## src/rtl/n2d_pkg.sv

```systemverilog
// ----------------------------------------------------------------------------
// n2d_pkg
// Shared types and constants for the NFA to DFA subset construction block.
// ----------------------------------------------------------------------------
package n2d_pkg;

    // Default sizes of the NFA table
    localparam int DEF_MAX_NFA_STATES = 8;
    localparam int DEF_MAX_SYMBOLS    = 4;

    // DFA id space and the "no transition" code
    localparam int         MAX_IDS = 256;
    localparam logic [8:0] NONE_ID = 9'h1FF;

    // Configuration register indexes
    localparam logic [1:0] REG_NFA_STATE_COUNT = 2'd0;
    localparam logic [1:0] REG_SYMBOL_COUNT    = 2'd1;
    localparam logic [1:0] REG_FINAL_MASK      = 2'd2;

    // Request modes
    typedef enum logic [1:0] {
        MODE_LOAD = 2'd0,
        MODE_CONV = 2'd1,
        MODE_READ = 2'd2,
        MODE_NOP  = 2'd3
    } mode_t;

    // Controller states
    typedef enum logic [3:0] {
        ST_IDLE,
        ST_START,
        ST_SEED,
        ST_ROW,
        ST_SUB,
        ST_ACC,
        ST_ACCW,
        ST_SYM,
        ST_LOOK,
        ST_WROW,
        ST_DONE,
        ST_RD
    } state_t;

    // Controller to datapath commands
    typedef struct packed {
        logic load_entry;  // write one NFA table entry
        logic rd_issue;    // read subset and DFA row at row_id
        logic conv_start;  // clear id map, set counts
        logic seed;        // write one singleton subset
        logic sub_issue;   // read subset of the current row
        logic sub_latch;   // capture subset, clear unions
        logic acc_issue;   // read NFA row of the current member
        logic sym_issue;   // look up id of the current union
        logic sym_look;    // resolve or assign the id
        logic row_write;   // store the DFA row, next row
        logic out_load;    // load the result register
        logic out_row;     // result carries the read row
    } cmd_t;

    // Datapath to controller status
    typedef struct packed {
        logic seed_last;
        logic row_end;
        logic m_last;
        logic j_last;
        logic out_free;
    } sts_t;

endpackage

```

## src/rtl/n2d_ctrl.sv

```systemverilog
// ----------------------------------------------------------------------------
// n2d_ctrl
// Sequencer for load, read and subset construction requests.
// ----------------------------------------------------------------------------
module n2d_ctrl (
    input  logic          clk,
    input  logic          rst_n,
    input  logic          in_valid,
    output logic          in_ready,
    input  logic [1:0]    mode,
    input  n2d_pkg::sts_t sts,
    output n2d_pkg::cmd_t cmd
);
    import n2d_pkg::*;

    state_t state_reg;
    state_t state_next;
    logic   fire;
    mode_t  req_mode;

    assign req_mode = mode_t'(mode);
    assign in_ready = (state_reg == ST_IDLE) && sts.out_free;
    assign fire     = in_valid && in_ready;

    // State register
    always_ff @(posedge clk or negedge rst_n)
    begin
        if (!rst_n)
        begin
            state_reg <= ST_IDLE;
        end
        else
        begin
            state_reg <= state_next;
        end
    end

    // Next state
    always_comb
    begin
        state_next = state_reg;
        case (state_reg)
            ST_IDLE:
            begin
                if (fire && req_mode == MODE_CONV)
                begin
                    state_next = ST_START;
                end
                else if (fire && req_mode == MODE_READ)
                begin
                    state_next = ST_RD;
                end
            end
            ST_START: state_next = ST_SEED;
            ST_SEED:
            begin
                if (sts.seed_last)
                begin
                    state_next = ST_ROW;
                end
            end
            ST_ROW:   state_next = sts.row_end ? ST_DONE : ST_SUB;
            ST_SUB:   state_next = ST_ACC;
            ST_ACC:
            begin
                if (sts.m_last)
                begin
                    state_next = ST_ACCW;
                end
            end
            ST_ACCW:  state_next = ST_SYM;
            ST_SYM:   state_next = ST_LOOK;
            ST_LOOK:  state_next = sts.j_last ? ST_WROW : ST_SYM;
            ST_WROW:  state_next = ST_ROW;
            ST_DONE:
            begin
                if (sts.out_free)
                begin
                    state_next = ST_IDLE;
                end
            end
            ST_RD:
            begin
                if (sts.out_free)
                begin
                    state_next = ST_IDLE;
                end
            end
            default:  state_next = ST_IDLE;
        endcase
    end

    // Command outputs
    always_comb
    begin
        cmd = '0;
        case (state_reg)
            ST_IDLE:
            begin
                cmd.load_entry = fire && (req_mode == MODE_LOAD);
                cmd.rd_issue   = fire && (req_mode == MODE_READ);
                cmd.out_load   = fire && (req_mode == MODE_LOAD || req_mode == MODE_NOP);
            end
            ST_START: cmd.conv_start = 1'b1;
            ST_SEED:  cmd.seed       = 1'b1;
            ST_ROW:   cmd.sub_issue  = !sts.row_end;
            ST_SUB:   cmd.sub_latch  = 1'b1;
            ST_ACC:   cmd.acc_issue  = 1'b1;
            ST_SYM:   cmd.sym_issue  = 1'b1;
            ST_LOOK:  cmd.sym_look   = 1'b1;
            ST_WROW:  cmd.row_write  = 1'b1;
            ST_DONE:  cmd.out_load   = sts.out_free;
            ST_RD:
            begin
                cmd.out_load = sts.out_free;
                cmd.out_row  = 1'b1;
            end
            default:  cmd = '0;
        endcase
    end

endmodule

```

## config.mk

```make
export PLATFORM = sky130hd
export DESIGN_NAME = n2d_ctrl
export DESIGN_NICKNAME = d
export VERILOG_FILES = /design/src/rtl/n2d_pkg.sv /design/src/rtl/n2d_ctrl.sv
export SDC_FILE = /design/constraint.sdc
export NUM_CORES = 1
export LEC_CHECK = 0
export BUFFER_PORTS_ARGS = -buffer_cell sky130_fd_sc_hd__buf_2
export CELL_PAD_IN_SITES_DETAIL_PLACEMENT = 1
export CELL_PAD_IN_SITES_GLOBAL_PLACEMENT = 1
export CORE_MARGIN = 3
export CORE_UTILIZATION = 33
export DETAILED_ROUTE_END_ITERATION = 10
export PLACE_DENSITY = 0.83
export SETUP_SLACK_MARGIN = 0.05
export SYNTH_ARGS = -nofsm -noshare
export SYNTH_HDL_FRONTEND = slang
export SYNTH_SLANG_ARGS = --single-unit
```

## constraint.sdc

```tcl
create_clock -name clk -period 3.05 [get_ports clk]
set_input_delay 0.4575 -clock clk [delete_from_list [all_inputs] [get_ports clk]]
set_output_delay 0.4575 -clock clk [all_outputs]
set_load 0.01 [all_outputs]
```

=== After elaboration in Yosys (flattened, before gate mapping) ===
Cells that the tools add are included.

* Register bits: 4
* Logic and storage cells: 50
* Output and inout bits: 13
* Input bits: 10

* Equal/unequal tests: 18
* Reduce and logical (&&, ||, !) cells: 12
* Muxes and demuxes: 19

{| class="wikitable"
|+ Operator list
! operator !! number
|-
| 4-bit case mux with 11 select lines || 1
|-
| 4-bit two-way mux || 7
|-
| 4-bit by 3-bit == test with 1-bit output, second input constant || 4
|-
| 4-bit == test, second input constant || 4
|-
| 1-bit two-way mux || 9
|-
| 4-bit by 2-bit == test with 1-bit output, second input constant || 2
|-
| 1-bit logical AND || 6
|-
| 2-bit == test, second input constant || 2
|-
| 4-bit by 1-bit == test with 1-bit output, second input constant || 1
|-
| 4-bit logical NOT || 1
|-
| 2-bit != test, second input constant || 2
|-
| 4-bit AND reduction || 1
|-
| 3-bit by 1-bit != test with 1-bit output, second input constant || 1
|-
| 2-bit by 1-bit == test with 1-bit output, second input constant || 1
|-
| 2-bit logical NOT || 1
|-
| 2-bit two-way mux || 1
|-
| 2-bit by 1-bit != test with 1-bit output, second input constant || 1
|-
| 1-bit case mux with 2 select lines || 1
|-
| 2-bit OR reduction || 1
|-
| 1-bit logical NOT || 1
|-
| 1-bit logical OR || 1
|}

=== Logic depth before layout (Yosys ltp) ===
Gate-level depths: netlist (run 1).

* Depth after elaboration: 7
* Mapped depth: 6
* Depth with buffers taken out: 6

=== Worst setup path before layout (run 1) ===
No wires, ideal clock.

* Path type: input port to output port
* Start: in mode[0]
* End: out cmd[1] (netlist bit)
* Arrival: 1218 ps
* Path buffers: 0
* Required time: 2592 ps
* Stages: 5
* Path slack: 1374 ps
* Cells stage by stage: inv_1 > ha_1 > nor2_1 > a32o_1 > and3_1

{| class="wikitable"
|+ RTL lines
! element !! RTL line !! RTL
|-
| from (decl) || n2d_ctrl.sv:10 || <nowiki>input logic [1:0] mode,</nowiki>
|-
| to (decl) || n2d_ctrl.sv:12 || <nowiki>output n2d_pkg::cmd_t cmd</nowiki>
|}

==> results.toml, run 1 <==
[global_route]
grt.overflow.total = 0
grt_pass1_wl_um = 2615
grt_max_degree = 16
antenna_found_initial = 0
grtUsageTotal_pct = 17.97
grt_pass1_vias = 551

[clock_tree]
cts_tree = "built"
clockBufferDepth = 2
clkSinkCount = 4
clk_pin_slew_ns = 0.04
cts_inserted_buffers = 3
postCtsHoldBufs = 0
cts-root-buf = "clkbuf_4"
htree_levels = 1
clkLatencyLatePin_ns = 0.24
cts_setup_buffers = 0
cts_resized = 0

[placed_design]
hpwl_um = 1284
globalplace.congestion = 0.7815
portBuffers = 22
placed_cell_area_um2 = 608.1

[routing]
vias = 548
routed-wl-met2_um = 836
top_layer = "met4"
firstDrtPassIters = 4
route.met3.wl_um = 82
first_iter_violations = 4
routed_via_density = 5.649
met1Wirelength_um = 693
drtAntennaViolNets = 0
post_drt_wl_per_cell_um = 16.73
drt_wl_total_um = 1623
drcViolationCount = 0

[finish]
largest_reg_flops = 4
diodes = 0
finalNetCount = 97
final_area_um2 = 630.6
drive_gt1_share_pct = 41.46
synthToLayoutAreaGrowth_pct = 25.37

[critical_path]
cpPeakStageDelay_ns = 0.55
cp.depth = 4
path_class = "reg -> out"
path_delay_family = "simple AND/OR/NAND/NOR gates"
crit_required_ns = 2.59
critPathLaunchType = "flip-flop"
cp_max_fo = 14
critPathArrivalTime_ns = 1.70
crit_path_cell_trace = "nor4_4 -> and3_1 -> and2_1 -> buf_2"
rr_worst_depth = 4
slowest_stage = "dfrtp_1"
cp_num_buf_inv = 1
endpoint_kind = "output port"

[synth]
synth_seq_cells = 4
ys_types = 31
synthesis.nets = 73
synthTopCellsByArea = "dfrtp_1 (20%), ha_1 (7.5%), nor2_1 (6.7%), o311ai_4 (5.2%), nor4_4 (4.2%)"
synth_cells = 60
synth_top_area_cell = "dfrtp_1"
syn_area_um2 = 503.0
syn-mean-instance-area_um2 = 8.383
yosys_warnings = 0
seq_area_frac_synth_pct = 19.90
yosys.area.top_type_share_pct = 19.90

[power]
p_switching_w = 0.0003049
p_seq_share_pct = 30.2
total_power_w = 0.0005894
vdd.ir_drop.worst_uv = 525.0
leakage_nw = 0.3167
p_int_w = 0.0002845
p_sw_share_pct = 51.73
clkPwrFrac_pct = 11.6
combPwrFrac_pct = 58.3
power.density_mw_per_mm2 = 934.7

[timing]
hold_violations = 0
tightest_slew_ns = 0.5642
slew_headroom_pct = 62.38
rsz0062_at_grt = "false"
skew_ns = 0.0007324
setup_violations = 0
setup_tns_ns = 0
final_max_slew_viol_count = 0
fmax_ghz = 0.4645
min_period_ns = 2.153
hold_ws_ns = 0.01220
period_share_pct = 70.59

[floorplanning]
design.die.area_mm2 = 0.002029
fp.dieH_um = 45.04
initial_core_util_pct = 36.81
die_x_um = 45.04
pin_count = 23
core_mm2 = 0.001366
num_rows = 13

[worst_hold_path]
hold_class = "in -> async"

[outcome]
outcome = "finished clean"

[job]
cap_violations = 0
## worst register-to-register path: cells and delay by family, from the launching register on
family          cells  cell delay [ns]
buf+inv             1             0.21
mux                 1             0.33
compound gates      1             0.39
simple gates        1             0.18
flops               1             0.53
## final timing paths
check / endpoint / slack [ns] / startpoint
worst min-delay path: state_reg[1] / 0.01 / rst_n
worst max-delay path: cmd[10] / 0.90 / state_reg[0]
worst min register to register: state_reg[2] / 0.81 / state_reg[1]
worst max register to register: state_reg[0] / 1.29 / state_reg[1]
max in group asynchronous: state_reg[3] / 2.92 / rst_n
min in group clk: state_reg[3] / 0.52 / sts[0]
## per-stage QoR
step	std cells	setup slack [ns]	utilization, %
after floorplan	60	1.374	-
after global placement	94	1.134	44.51
after detailed placement	94	1.094	44.51
after CTS	97	0.8812	46.15
after global routing	97	0.7627	46.15
final	97	0.8971	46.15
## synth_stat cells, drive strengths merged
cell    n
nor4    3
a211oi  1
nor2    9
nand2b  2
o311ai  1
o211ai  3
a221oi  1
a32o    1
o21ai   1
dfrtp   4
inv     4
o32ai   1
ha      3
o31a    2
and2    3
nor3    5
mux2    1
buf     3
nor2b   2
nand2   3
a21oi   2
nand3   1
and3    2
o22ai   2
## cells by family after synthesis
group / after synthesis / share of synthesized area [%]
and+or+nand+nor: 30 / 35.32
AOI/OAI and AO/OA: 15 / 26.62
buffers and inverters: 7 / 7.710
DFF: 4 / 19.90
adders and majority gates: 3 / 7.463
muxes: 1 / 2.984
## area by class of cell
type                       instances  area (µm²)
timing repair buffer              22       110.1
tap                               15       18.77
clock buffer                       3       22.52
fill                             188       735.7
multi-input combinational         49       364.1
sequential                         4       100.1
inverter                           4       15.01
## power groups by stage
stage	sequential (W)	clock (W)	combinational, W
after floorplan	0.000114	0	0.000320
after global placement	0.000174	0	0.000327
after detailed placement	0.000177	0	0.000346
after CTS	0.000176	0.0000689	0.000348
after global routing	0.000189	0.0000751	0.000380
final	0.000178	0.0000682	0.000343
## per-layer routing
metal	vias to the layer above	track usage [%]
li1	267	-
met1	260	21.31
met2	18	31.36
met3	3	5.578
met4	0	4.094
met5	-	0
## layout by cell type (no fill, tap or decap), types with 3 or more instances in the layout
master | synthesis | routed
nor3_1 | 4 | 4
inv_1 | 3 | 3
nor2_1 | 9 | 9
dfrtp_1 | 4 | 4
clkbuf_4 | 0 | 3
buf_2 | 1 | 22
ha_1 | 3 | 3
and2_1 | 3 | 3
(Power assumes the default switching activity.)
==> inputs of run 2 (changes only) <==
--- a/config.mk
+++ b/config.mk
@@ -8,10 +8,11 @@
 export BUFFER_PORTS_ARGS = -buffer_cell sky130_fd_sc_hd__buf_2
 export CELL_PAD_IN_SITES_DETAIL_PLACEMENT = 1
 export CELL_PAD_IN_SITES_GLOBAL_PLACEMENT = 1
+export CORE_ASPECT_RATIO = 1.2
 export CORE_MARGIN = 3
-export CORE_UTILIZATION = 33
+export CORE_UTILIZATION = 28
 export DETAILED_ROUTE_END_ITERATION = 10
-export PLACE_DENSITY = 0.83
+export PLACE_DENSITY = 0.75
 export SETUP_SLACK_MARGIN = 0.05
 export SYNTH_ARGS = -nofsm -noshare
 export SYNTH_HDL_FRONTEND = slang
==> constraint.sdc (replaced) <==
create_clock -name clk -period 1.87 [get_ports clk]
set_input_delay 0.2805 -clock clk [delete_from_list [all_inputs] [get_ports clk]]
set_output_delay 0.2805 -clock clk [all_outputs]
set_load 0.01 [all_outputs]
==> results.toml, run 2 (same netlist as run 1, synthesis figures left out) <==
[clock_tree]
clkSinkCount = 4
htree_levels = 1
cts_tree = "built"
cts-root-buf = "clkbuf_4"
clkLatencyLatePin_ns = 0.24
clk_pin_slew_ns = 0.04
cts_inserted_buffers = 3
clockBufferDepth = 2

[floorplanning]
pin_count = 23
core_mm2 = 0.001662
num_rows = 16
design.die.area_mm2 = 0.002343
initial_core_util_pct = 30.27
fp.dieH_um = 52.43
die_x_um = 44.69

[critical_path]
slowest_stage = "dfrtp_2"
critPathArrivalTime_ns = 1.48
startpoint = "state_reg[1]"
critPathLaunchType = "flip-flop"
path_delay_family = "simple AND/OR/NAND/NOR gates"
cp_num_buf_inv = 1
endpoint_kind = "output port"
cp_max_fo = 9
reg2reg_slack_ns = 0.27
cp.depth = 4
cpPeakStageDelay_ns = 0.48
crit_required_ns = 1.59
r2r_start = "state_reg[3]"
critPathCapture = "cmd[10]"
worst_r2r_endpoint = "state_reg[0]"
rr_worst_depth = 4
crit_path_cell_trace = "nor4_4 -> and3_1 -> and2_1 -> buf_2"
path_class = "reg -> out"

[global_route]
grt.overflow.total = 0
grt_pass1_vias = 598
grt_max_degree = 12
antenna_found_initial = 0
grt_pass1_wl_um = 2787
grtUsageTotal_pct = 16.45

[routing]
first_iter_violations = 7
drcViolationCount = 0
post_drt_wl_per_cell_um = 17.04
firstDrtPassIters = 4
drt_wl_total_um = 1840
vias = 600
routed_via_density = 5.556
drtAntennaViolNets = 0

[finish]
finalNetCount = 105
diodes = 0
final_cell_mix = "buf_2 (22), nor2_1 (9), buf_4 (7)"
final_common_cell = "buf_2"
drive_gt1_share_pct = 48.89
largest_reg_flops = 4
nFillCells = 214
synthToLayoutAreaGrowth_pct = 39.30

[placed_design]
portBuffers = 22
hpwl_um = 1340
globalplace.congestion = 0.7608

[timing]
skew_ns = 0.006275
setup_tns_ns = 0
final_max_slew_viol_count = 0
rsz0062_at_grt = "false"
hold_violations = 0
fmax_ghz = 0.5679
period_share_pct = 94.16
setup_violations = 0
tightest_slew_ns = 0.3757
slew_headroom_pct = 74.96
min_period_ns = 1.761

[power]
total_power_w = 0.001091
power.density_mw_per_mm2 = 1557
vdd.ir_drop.worst_uv = 477.3
leakage_nw = 0.3520

[worst_hold_path]
min_from = "sts[0]"
hold_class = "in -> reg"

[outcome]
outcome = "finished clean"

[job]
cap_violations = 0
## run 2: area by class of cell
cell class,instances,area (µm²),share of cell area (%)
sequential,4,103.9,14.82
inverter,4,15.01,2.143
tap,18,22.52,3.214
multi-input combinational,49,364.1,51.96
timing repair buffer,30,172.7,24.64
clock buffer,3,22.52,3.214
## run 2: what timing repair did
action | 4_1_cts | 5_1_grt
setup endpoints to repair | 4 | 4
buffers inserted | 0 | 4
gates resized for setup | 2 | 1
pin swaps | 1 | 1
hold endpoints to repair | 4 | 0
hold buffers | 1 | 0
## run 2: per-layer routing
metal,vias to the layer above,share of wire (%),track usage (%)
met1,298,41,18.31
met4,0,2.4,11.06
met5,-,0,0
li1,281,-,-
met3,4,3.5,1.375
met2,17,53,28.71
## run 2: worst min-delay path by stage
stage,endpoint,slack (ns),cells past startpoint
2_1_floorplan,state_reg[0],-0.02,0
3_3_place_gp,state_reg[0],0.09,1
3_5_place_dp,state_reg[2],0.09,1
4_1_cts,state_reg[3],0.33,2
5_1_grt,state_reg[3],0.35,2
6_report,state_reg[3],0.34,2
## run 2: metrics by stage
stage               area (µm²)  std cells  hold WS (ns)  utilization (%)  setup WS [ns]
floorplan                503.0         60      -0.01509                -         0.4145
global placement         634.4        100       0.08592            38.18         0.2620
detailed placement       634.4        100       0.09072            38.18         0.1943
CTS                      669.4        104        0.3282            40.29        0.06054
global route             700.7        108        0.3452            42.17        0.03989
finish                   700.7        108        0.3421            42.17         0.1093
## run 2: power by group
part	internal, W	switching [W]	total [W]	leakage [nW]
combinational	0.000352	0.000372	0.000724	0.292
clock	0.0000718	0.0000359	0.000108	0.0138
sequential	0.000136	0.000123	0.000259	0.0458
==> inputs of run 3 (changes only) <==
--- a/config.mk
+++ b/config.mk
@@ -5,14 +5,15 @@
 export SDC_FILE = /design/constraint.sdc
 export NUM_CORES = 1
 export LEC_CHECK = 0
+export ABC_AREA = 1
 export BUFFER_PORTS_ARGS = -buffer_cell sky130_fd_sc_hd__buf_2
 export CELL_PAD_IN_SITES_DETAIL_PLACEMENT = 1
 export CELL_PAD_IN_SITES_GLOBAL_PLACEMENT = 1
 export CORE_ASPECT_RATIO = 1.2
 export CORE_MARGIN = 3
-export CORE_UTILIZATION = 28
+export CORE_UTILIZATION = 25
 export DETAILED_ROUTE_END_ITERATION = 10
-export PLACE_DENSITY = 0.75
+export PLACE_DENSITY = 0.74
 export SETUP_SLACK_MARGIN = 0.05
 export SYNTH_ARGS = -nofsm -noshare
 export SYNTH_HDL_FRONTEND = slang
==> results.toml, run 3 <==
[outcome]
outcome = "finished clean"

[power]
combPwrFrac_pct = 65.6
p_seq_share_pct = 22.5
p_switching_w = 0.0004652
clkPwrFrac_pct = 11.9
p_sw_share_pct = 53.14
power.density_mw_per_mm2 = 1313
p_int_w = 0.0004103
vdd.ir_drop.worst_uv = 367.8
leakage_nw = 0.4647

[routing]
post_drt_wl_per_cell_um = 10.42
vias = 590
routed_via_density = 4.504
drcViolationCount = 0
drtAntennaViolNets = 0
first_iter_violations = 4
firstDrtPassIters = 3
drt_wl_total_um = 1365

[finish]
synthToLayoutAreaGrowth_pct = 35.62
final_cell_mix = "nand2_1 (23), inv_1 (22), buf_2 (22)"
final_common_cell = "nand2_1"
stdcell_count = 131
drive_gt1_share_pct = 30.09
multi_input_area_um2 = 315.3
finalNetCount = 128
fin_util_pct = 38.29
diodes = 0
largest_reg_flops = 4
final-seq-area_um2 = 100.1
nFillCells = 268

[synth]
synthTopCellsByArea = "dfrtp_1 (20%), nand2_1 (18%), inv_1 (17%), nor2_1 (9.2%), ha_1 (7.6%)"
ys_types = 17
synth_edf_count = 0
synthesis.nets = 100
ys.flop_type = "dfrtp_1"
synth_seq_cells = 4
yosysMostFrequentCell = "nand2_1"
async_reset_ff_share_pct = 100.0
yosys_warnings = 0
yosys.area.top_type_share_pct = 20.36
synth_top_area_cell = "dfrtp_1"
seq_area_frac_synth_pct = 20.36
synthTopCellsByCount = "nand2_1 (23), inv_1 (22), nor2_1 (12)"
syn_area_um2 = 491.7
synth_cells = 87
syn-mean-instance-area_um2 = 5.652

[critical_path]
worst_r2r_endpoint = "state_reg[1]"
critPathLaunchType = "flip-flop"
path_class = "reg -> out"
r2r_start = "state_reg[2]"
critPathArrivalTime_ns = 1.41
crit_required_ns = 1.59
cp_max_fo = 6
rr_worst_depth = 8
reg2reg_slack_ns = 0.53
endpoint_kind = "output port"

[global_route]
grtUsageTotal_pct = 12.98
grt_max_degree = 7
grt.overflow.total = 0
grt_pass1_wl_um = 2394
antenna_found_initial = 0
grt_pass1_vias = 608

[clock_tree]
cts_inserted_buffers = 3
clk_pin_slew_ns = 0.04
clockBufferDepth = 2
clkSinkCount = 4
cts-root-buf = "clkbuf_4"
htree_levels = 1
cts_tree = "built"
clkLatencyLatePin_ns = 0.23

[placed_design]
hpwl_um = 1226
globalplace.congestion = 0.8520
dpl.cell_count = 127
portBuffers = 22

[timing]
setup_tns_ns = 0
min_period_ns = 1.686
setup_violations = 0
slew_headroom_pct = 81.16
final_max_slew_viol_count = 0
skew_ns = 0.001614
rsz0062_at_grt = "false"
hold_violations = 0
fmax_ghz = 0.5933
tightest_slew_ns = 0.2815
period_share_pct = 90.13
hold_ws_ns = 0.3842

[worst_hold_path]
hold_class = "in -> async"

[floorplanning]
core_mm2 = 0.001742
design.die.area_mm2 = 0.002537
fp.dieH_um = 54.58
initial_core_util_pct = 28.23
die_x_um = 46.49
num_rows = 16
pin_count = 23

[job]
cap_violations = 0
==> run 3: cell count changes in the layout (fill, tap and decap cells not counted), moves of 5 or more <==
cell / delta
inv_1: +19
buf_4: -7
nand3_1: +5
nand2_1: +21
==> run 3: layout make-up <==
cell class / count / area share (%)
Sequential cell: 4 / 15.01
Timing Repair Buffer: 23 / 18.01
Clock buffer: 3 / 3.377
Tap cell: 18 / 3.377
Multi-Input combinational cell: 60 / 47.28
Inverter: 23 / 12.95
==> run 3: how the worst max path moves through the flow <==
| stage | cells past startpoint | end | start | slack [ns] |
|---|---|---|---|---|
| detailed placement | 6 | cmd[1] | state_reg[3] | 0.38 |
| CTS | 6 | cmd[1] | state_reg[3] | 0.12 |
| floorplan | 5 | cmd[1] | state_reg[3] | 0.41 |
| global route | 6 | cmd[1] | state_reg[3] | 0.06 |
| global placement | 6 | cmd[1] | state_reg[3] | 0.42 |
| finish | 6 | cmd[1] | state_reg[3] | 0.18 |
==> run 3: worst max-delay path, stage by stage (launching register included) <==
cell     delay, ns
dfrtp_1       0.44
nor2_4        0.18
nand2_2       0.10
nor2_4        0.11
nand2_1       0.07
o21ai_0       0.13
buf_2         0.15
==> run 3: stage by stage <==
stage | power (W) | worst slack, ns | cell area [µm²]
5_1_grt | 0.001008 | 0.06336 | 666.9
3_5_place_dp | 0.0007623 | 0.3839 | 624.3
6_report | 0.0008755 | 0.1845 | 666.9
2_1_floorplan | 0.0005856 | 0.4109 | 491.7
3_3_place_gp | 0.0007470 | 0.4228 | 624.3
4_1_cts | 0.0008733 | 0.1202 | 656.9
==> run 3: layer usage <==
| metal | wire length [µm] | GRT usage, % | up-vias |
|---|---|---|---|
| li1 | - | - | 311 |
| met1 | 556 | 14.29 | 260 |
| met2 | 721 | 23.62 | 17 |
| met3 | 65 | 0 | 2 |
| met4 | 21 | 9.005 | 0 |
| met5 | 0 | 0 | - |
==> run 3: logic make-up after synthesis <==
family	count (synthesis)	synth area share, %
AO/OA/AOI/OAI	6	7.634
AND/OR/NAND/NOR	51	46.82
adder cells (fa/ha/maj)	3	7.634
buffers and inverters	23	17.56
flip-flops	4	20.36
==> run 3: what timing repair did <==
| item | in CTS | in global routing |
|---|---|---|
| setup endpoints to repair | 0 | 1 |
| hold endpoints to repair | 4 | 0 |
| resized for setup | 0 | 2 |
| hold buffers | 1 | 0 |
| setup buffers | 0 | 0 |
==> run 3: power by group through the flow <==
stage | sequential [W] | combinational (W) | clock [W]
4_1_cts | 0.000184 | 0.000581 | 0.000109
5_1_grt | 0.000205 | 0.000682 | 0.000120
3_3_place_gp | 0.000179 | 0.000568 | 0
2_1_floorplan | 0.000174 | 0.000411 | 0
6_report | 0.000197 | 0.000574 | 0.000104
3_5_place_dp | 0.000185 | 0.000578 | 0
